==> src/psc_pkg.sv <==
// ----------------------------------------------------------------------------
// psc_pkg
// Shared types and codes for the per-source statistics counter table:
// request codes, the per-source record layout and the global totals.
// ----------------------------------------------------------------------------
package psc_pkg;

    // Request codes carried in the input tuser field
    typedef enum logic [3:0] {
        REQ_RX        = 4'd0,
        REQ_MALFORMED = 4'd1,
        REQ_GAP       = 4'd2,
        REQ_REORDER   = 4'd3,
        REQ_DUPLICATE = 4'd4,
        REQ_CRC_FAIL  = 4'd5,
        REQ_QUERY_SRC = 4'd6,
        REQ_QUERY_GLB = 4'd7,
        REQ_CLEAR     = 4'd8
    } req_t;

    // Health codes
    typedef enum logic [1:0] {
        HEALTH_OK       = 2'd0,
        HEALTH_DEGRADED = 2'd1,
        HEALTH_ERROR    = 2'd2
    } health_t;

    localparam int unsigned CNT_W  = 64;
    localparam int unsigned SEQ_W  = 32;
    localparam int unsigned TS_W   = 64;
    localparam int unsigned ID_W   = 16;
    localparam int unsigned GAP_W  = 32;
    localparam int unsigned REQ_W  = 4;

    // One per-source record, stored as one memory word
    typedef struct packed {
        logic [CNT_W-1:0] rx;
        logic [CNT_W-1:0] malformed;
        logic [CNT_W-1:0] gap;
        logic [CNT_W-1:0] reorder;
        logic [CNT_W-1:0] duplicate;
        logic [SEQ_W-1:0] recent_seq;
        logic [TS_W-1:0]  last_time;
    } rec_t;

    // Global totals
    typedef struct packed {
        logic [CNT_W-1:0] rx;
        logic [CNT_W-1:0] malformed;
        logic [CNT_W-1:0] gap;
        logic [CNT_W-1:0] reorder;
        logic [CNT_W-1:0] duplicate;
        logic [CNT_W-1:0] crc;
    } glob_t;

    // Health from the global totals
    function automatic health_t health_of(input glob_t g);
        health_t h;
        h = HEALTH_OK;
        if ((g.malformed != '0) || (g.crc != '0))
        begin
            h = HEALTH_ERROR;
        end
        else if ((g.gap != '0) || (g.reorder != '0))
        begin
            h = HEALTH_DEGRADED;
        end
        return h;
    endfunction

endpackage

==> src/psc_tag_cam.sv <==
// ----------------------------------------------------------------------------
// psc_tag_cam
// Source tag store with a parallel match. Entries below the fill count are
// valid; tags are written when an entry is allocated.
// ----------------------------------------------------------------------------
module psc_tag_cam #(
    parameter int unsigned DEPTH = 64,
    parameter int unsigned IW    = 6,
    parameter int unsigned CW    = 7
) (
    input  logic                         clk,
    input  logic [psc_pkg::ID_W-1:0]     lookup_id,
    input  logic [CW-1:0]                used_cnt,
    input  logic                         wr_en,
    input  logic [IW-1:0]                wr_idx,
    input  logic [psc_pkg::ID_W-1:0]     wr_tag,
    output logic                         hit,
    output logic [IW-1:0]                hit_idx
);

    logic [psc_pkg::ID_W-1:0] tag_reg [DEPTH];
    logic [DEPTH-1:0]         match;

    // Store the tag of a newly allocated entry
    always_ff @(posedge clk)
    begin
        if (wr_en)
        begin
            tag_reg[wr_idx] <= wr_tag;
        end
    end

    // Compare every valid entry against the lookup id
    always_comb
    begin
        for (int i = 0; i < DEPTH; i++)
        begin
            match[i] = (CW'(i) < used_cnt) && (tag_reg[i] == lookup_id);
        end
    end

    // Encode the match; tags of valid entries are unique
    always_comb
    begin
        hit_idx = '0;
        for (int i = 0; i < DEPTH; i++)
        begin
            if (match[i])
            begin
                hit_idx = hit_idx | IW'(i);
            end
        end
    end

    assign hit = |match;

endmodule

==> config.mk <==
export PLATFORM = sky130hd
export DESIGN_NAME = psc_tag_cam
export DESIGN_NICKNAME = d
export VERILOG_FILES = /design/src/psc_pkg.sv /design/src/psc_tag_cam.sv
export SDC_FILE = /design/constraint.sdc
export NUM_CORES = 1
export LEC_CHECK = 0
export CELL_PAD_IN_SITES_DETAIL_PLACEMENT = 0
export CELL_PAD_IN_SITES_GLOBAL_PLACEMENT = 2
export CORE_MARGIN = 1.5
export CORE_UTILIZATION = 52
export DETAILED_ROUTE_END_ITERATION = 7
export DONT_BUFFER_PORTS = 1
export PLACE_DENSITY_LB_ADDON = 0.25
export SYNTH_ARGS = -nofsm -noshare
export SYNTH_HDL_FRONTEND = slang
export SYNTH_SLANG_ARGS = --single-unit
==> constraint.sdc <==
create_clock -name clk -period 5.3 [get_ports clk]
set_clock_uncertainty 0.05 [all_clocks]
set_input_delay 1.325 -clock clk [delete_from_list [all_inputs] [get_ports clk]]
set_output_delay 1.325 -clock clk [all_outputs]
set_load 0.01 [all_outputs]
==> metrics.yaml, run 1 <==
core_area_sq_um: 85000
synth.area.mux_share_pct: 0
die-area_sq_um: 87300
ios: 54
cts_root_buffer: "clkbuf_16"
crit_fanout: 22
fillers: 6543
cts_setup_buffers: 0
synth_top_family_by_area: "XOR/XNOR gates"
status: "completed"
cts.repair.resized: 0
syn_nets: 2844
critPathArrivalTime_ns: 3.78
regArea_sq_um: 30700
rsz0062_at_grt: "no"
post_synth.cell_area_avg_sq_um: 15.9
clk_pin_slew_ns: 0.06
grt_max_degree: 65
drcViolationCount: 0
fp.dieH_um: 296
wirelength_mm: 130
synth_cell_types: 60
dp_cells: 3908
drive_gt1_share_pct: 8.79
p_leak_nw: 15.4
fin_cells: 4104
fmaxAchievable_mhz: 194
syn2layout_area_growth_pct: 10.1
cts.path.max_buffers: 3
drt-wirelength-per-cell_um: 31.6
synthArstFlopShare_pct: 0
fin_nets: 2920
grt_pass1_wl_mm: 181
holdBufCountCts: 0
ys_warn_count: 0
h-tree-depth: 3
drt_iter0_drc: 2609
largest_reg_flops: 1024
hold_depth: 0
synth-seq-area-share_pct: 69.1
place_ws_ns: 0.214
antenna_found_initial: 1
place_congestion: 0.878
holdPathEnd: "tag_reg[17][5]$_DFFE_PP_"
dp_hpwl_mm: 60.9
path_class: "primary input to output port"
max_cap_viol_count: 0
cts_tree: "yes"
synth_edf_count: 1024
die_w_um: 296
rows: 107
hold_viol: 0
powerDensity_nw_per_um2: 344
setup_slack_ns: 0.146
slew_violations: 0
crit_required_ns: 3.92
setup_viol: 0
syn_area_sq_um: 44500
slew-limit-headroom_pct: 10.9
yosys.area_share.adder_pct: 0
post-route-period-util_pct: 97.3
grt_pass1_vias: 24700
final_common_cell: "edfxtp_1"
yosys.area_share.simple_pct: 6.52
start_kind: "primary input"
ys.flop_type: "edfxtp_1"
io_buffers: 0
ir_drop_mv: 0.284
firstDrtPassIters: 5
vias_per_cell: 5.95
synth_cells: 2797
multi_input_area_sq_um: 12600
hp-class: "primary input to flip-flop"
cts.sinks: 1024
postRouteAntennaNets: 0
fin_crit_ns: 5.15
worstHoldStart: "wr_tag[5]"
via_count: 24400
worst_pin_slew_ns: 1.33
final.setup.tns_ns: 0
power_mw: 16.9
cts_buffers: 106
grt_usage_pct: 30.0
synth-xor-area-share_pct: 20.2
crit_path_end_kind: "output port"
yosys_register_bits: 1024
final_cell_mix: "1,024 x edfxtp_1, 520 x xnor2_1, 504 x xor2_1, 136 x nor4_1, 131 x nand4_1"
start_util_pct: 52.3
grt-ovfl-total: 0
synth_compound_area_share_pct: 1.57
-- critical path, cell delays in order --
cell       delay (ns)
nand4bb_1        0.51
o2111ai_1        0.42
nor2_1           0.13
nor4_1           0.52
nand4_1          0.13
or4b_1           0.71
-- cells in the mapped netlist, types with 7 or more instances --
library cell | n | area [sq um]
edfxtp_1 | 1024 | 30700
xnor2_1 | 520 | 4550
xor2_1 | 504 | 4410
nor4_1 | 137 | 857
nand4_1 | 131 | 820
nor2_1 | 90 | 338
buf_4 | 58 | 435
nand3_1 | 47 | 235
buf_6 | 43 | 484
nor3_1 | 37 | 185
nand2_1 | 24 | 90.1
clkbuf_1 | 19 | 71.3
a21oi_1 | 14 | 70.1
o21ai_0 | 13 | 65.1
o2111ai_1 | 11 | 96.3
buf_8 | 9 | 135
nand2b_1 | 8 | 50.1
o211ai_1 | 8 | 60.1
o22ai_1 | 7 | 43.8
-- cell type report --
type | instances | share of cell area, %
Tap cell | 1144 | 2.92
Multi-Input combinational cell | 1636 | 25.7
Sequential cell | 1024 | 62.8
Clock buffer | 131 | 5.70
Clock inverter | 63 | 1.28
Antenna cell | 1 | 0.00511
Inverter | 1 | 0.00766
Timing Repair Buffer | 104 | 1.59
-- logic make-up (layout without fill, tap and decap cells) --
logic type      count (synthesis)  in the layout
xor+xnor                     1024           1024
flops                        1024           1024
simple gates                  515            515
buf+inv                       137            299
compound gates                 97             97
other cells                     0              1
-- worst max-delay path by stage --
stage               slack, ns  cells past startpoint          to          from
floorplan                0.71                      9  hit_idx[3]   used_cnt[6]
global placement         0.16                      8         hit   used_cnt[3]
detailed placement       0.21                      8         hit  lookup_id[7]
CTS                      0.20                      8         hit  lookup_id[7]
global route             0.06                      7         hit   used_cnt[3]
finish                   0.15                      6  hit_idx[1]   used_cnt[3]
-- routing by layer --
| metal | share of wire (%) | routed length (um) | global-route usage [%] |
|---|---|---|---|
| met1 | 42 | 54100 | 41.8 |
| met2 | 48 | 62800 | 49.3 |
| met3 | 8.0 | 10400 | 5.19 |
| met4 | 1.8 | 2380 | 7.08 |
| met5 | 0 | 0 | 0 |
-- through the flow --
| stage | area (sq um) | hold slack, ns | util (%) |
|---|---|---|---|
| final | 49000 | 0.693 | 57.6 |
| after global routing | 49000 | 0.670 | 57.6 |
| after CTS | 49000 | 0.666 | 57.6 |
| after detailed placement | 45500 | 1.38 | 53.6 |
| after global placement | 45500 | 1.38 | 53.6 |
| after floorplan | 44500 | 1.37 | - |
-- where the power goes --
group	switching (mW)	internal (mW)	leakage, nW
Sequential	0.0209	8.97	9.21
Clock	3.07	4.31	1.68
Combinational	0.226	0.276	4.47
Total	3.32	13.5	15.4
(Power assumes the default switching activity.)
==> run 2: changes to the inputs <==
Settings changed: SETUP_SLACK_MARGIN set to 0.3.
Clock period 5.3 ns to 6.69 ns, I/O delays scaled along.
==> run 2 against run 1 <==
- non-clock buffer count is 71 lower
- setup slack better by 0.82 ns
- wire length is 1.2% lower
- count of clock-buffer cells in the layout is 7 lower
- sequential share of layout area is 0.99 points higher
- critical path type unchanged
- largest cell class unchanged
- largest power group unchanged
- highest routed layer unchanged
==> metrics.yaml, run 2 (synthesis results as in run 1) <==
status: "completed"
hp-class: "primary input to flip-flop"
drcViolationCount: 0
grt-ovfl-total: 0
grt_pass1_wl_mm: 179
path_cells: "xnor2_1 > nand4_1 > nor4_2 > o2bb2ai_1 > nor4_1 > and4b_1 > nand4b_1"
drt-wirelength-per-cell_um: 31.8
post-route-period-util_pct: 85.6
h-tree-depth: 3
fin_crit_ns: 5.73
cts_buffers: 105
drt_iter0_drc: 2693
cts.repair.resized: 0
clk_pin_slew_ns: 0.06
postRouteAntennaNets: 0
p_int_mw: 10.4
setup_viol: 0
die-area_sq_um: 87300
path_class: "primary input to output port"
setup_slack_ns: 0.962
cts_setup_buffers: 0
p_comb_share_pct: 3.0
grt_usage_pct: 29.6
io_buffers: 0
cts.sinks: 1024
start_kind: "primary input"
slew-limit-headroom_pct: 8.68
rows: 107
final_common_cell: "edfxtp_1"
firstDrtPassIters: 5
final_cell_mix: "1,024 x edfxtp_1, 520 x xnor2_1, 504 x xor2_1, 135 x nor4_1, 131 x nand4_1"
place_ws_ns: 1.01
crit_required_ns: 4.97
die_w_um: 296
cts_root_buffer: "clkbuf_16"
crit_fanout: 64
drive_gt1_share_pct: 6.35
largest_reg_flops: 1024
whs_ns: 1.06
wirelength_mm: 128
via_count: 24400
final.setup.tns_ns: 0
critPathArrivalTime_ns: 4.01
holdBufCountCts: 0
sw_frac_of_total_pct: 19.9
p_leak_nw: 14.9
powerDensity_nw_per_um2: 269
dp_hpwl_mm: 59.9
ios: 54
cpMaxStageDelayCell: "nor4_2"
vias_per_cell: 6.05
worst_pin_slew_ns: 1.36
hold_viol: 0
syn2layout_area_growth_pct: 8.35
switchingPower_mw: 2.58
fmaxAchievable_mhz: 175
grt_max_degree: 65
max_stage_delay_ns: 0.82
antenna_found_initial: 1
cts_tree: "yes"
seq_power_share_pct: 54.9
start_util_pct: 52.3
path_delay_family: "simple AND/OR/NAND/NOR gates"
p_clk_share_pct: 42.1
core_area_sq_um: 85000
slew_violations: 0
cts.path.max_buffers: 3
max_cap_viol_count: 0
crit_path_end_kind: "output port"
fin_nets: 2848
place_congestion: 0.878
grt_pass1_vias: 24500
fp.dieH_um: 296
rsz0062_at_grt: "no"
ir_drop_mv: 0.208
crit_buf_inv: 0
==> run 2: cell count changes in the layout (fill, tap and decap cells not counted), moves of 3 or more <==
| cell | before | now |
|---|---|---|
| clkinv_4 | 0 | 4 |
| clkinv_2 | 22 | 18 |
| clkinvlp_4 | 0 | 3 |
| bufinv_16 | 12 | 4 |
| clkinv_1 | 23 | 30 |
| buf_4 | 104 | 32 |
| clkbuf_1 | 23 | 16 |
==> run 2: routing by layer <==
layer | vias to the layer above | global-route usage, % | part of all wire [%]
met5 | - | 0 | 0
met4 | 0 | 7.34 | 2.1
met3 | 173 | 4.89 | 8.3
met2 | 1079 | 48.4 | 48
met1 | 12800 | 41.6 | 42
li1 | 10300 | - | -
==> run 2: final timing paths <==
check                   endpoint  cells past startpoint    startpoint
max                          hit                      7  lookup_id[0]
min    tag_reg[62][13]$_DFFE_PP_                      0    wr_tag[13]
==> run 2: layout make-up <==
class,instances,area (sq um)
fillers,6587,36800
flip-flops and latches,1024,30700
multi-input cells,1636,12600
clock buffers,124,2760
well taps,1144,1430
clock inverters,62,414
repair buffers,33,251
diodes,2,5.00
inverters,1,3.75
==> run 2: stage by stage <==
stage          utilization, %  std cells  power [mW]  cell area [sq um]
2_1_floorplan               -       2797        7.76              44500
3_3_place_gp             53.0       3837        7.63              45000
3_5_place_dp             53.0       3837        7.64              45000
4_1_cts                  56.7       4023        13.0              48200
5_1_grt                  56.7       4024        13.3              48200
6_report                 56.7       4026        13.0              48200
==> run 2: power by group through the flow <==
stage	combinational (mW)	sequential, mW	clock [mW]
6_report	0.391	7.12	5.47
4_1_cts	0.392	7.12	5.52
3_3_place_gp	0.374	7.25	0
3_5_place_dp	0.389	7.26	0
5_1_grt	0.432	7.12	5.76
2_1_floorplan	0.507	7.26	0
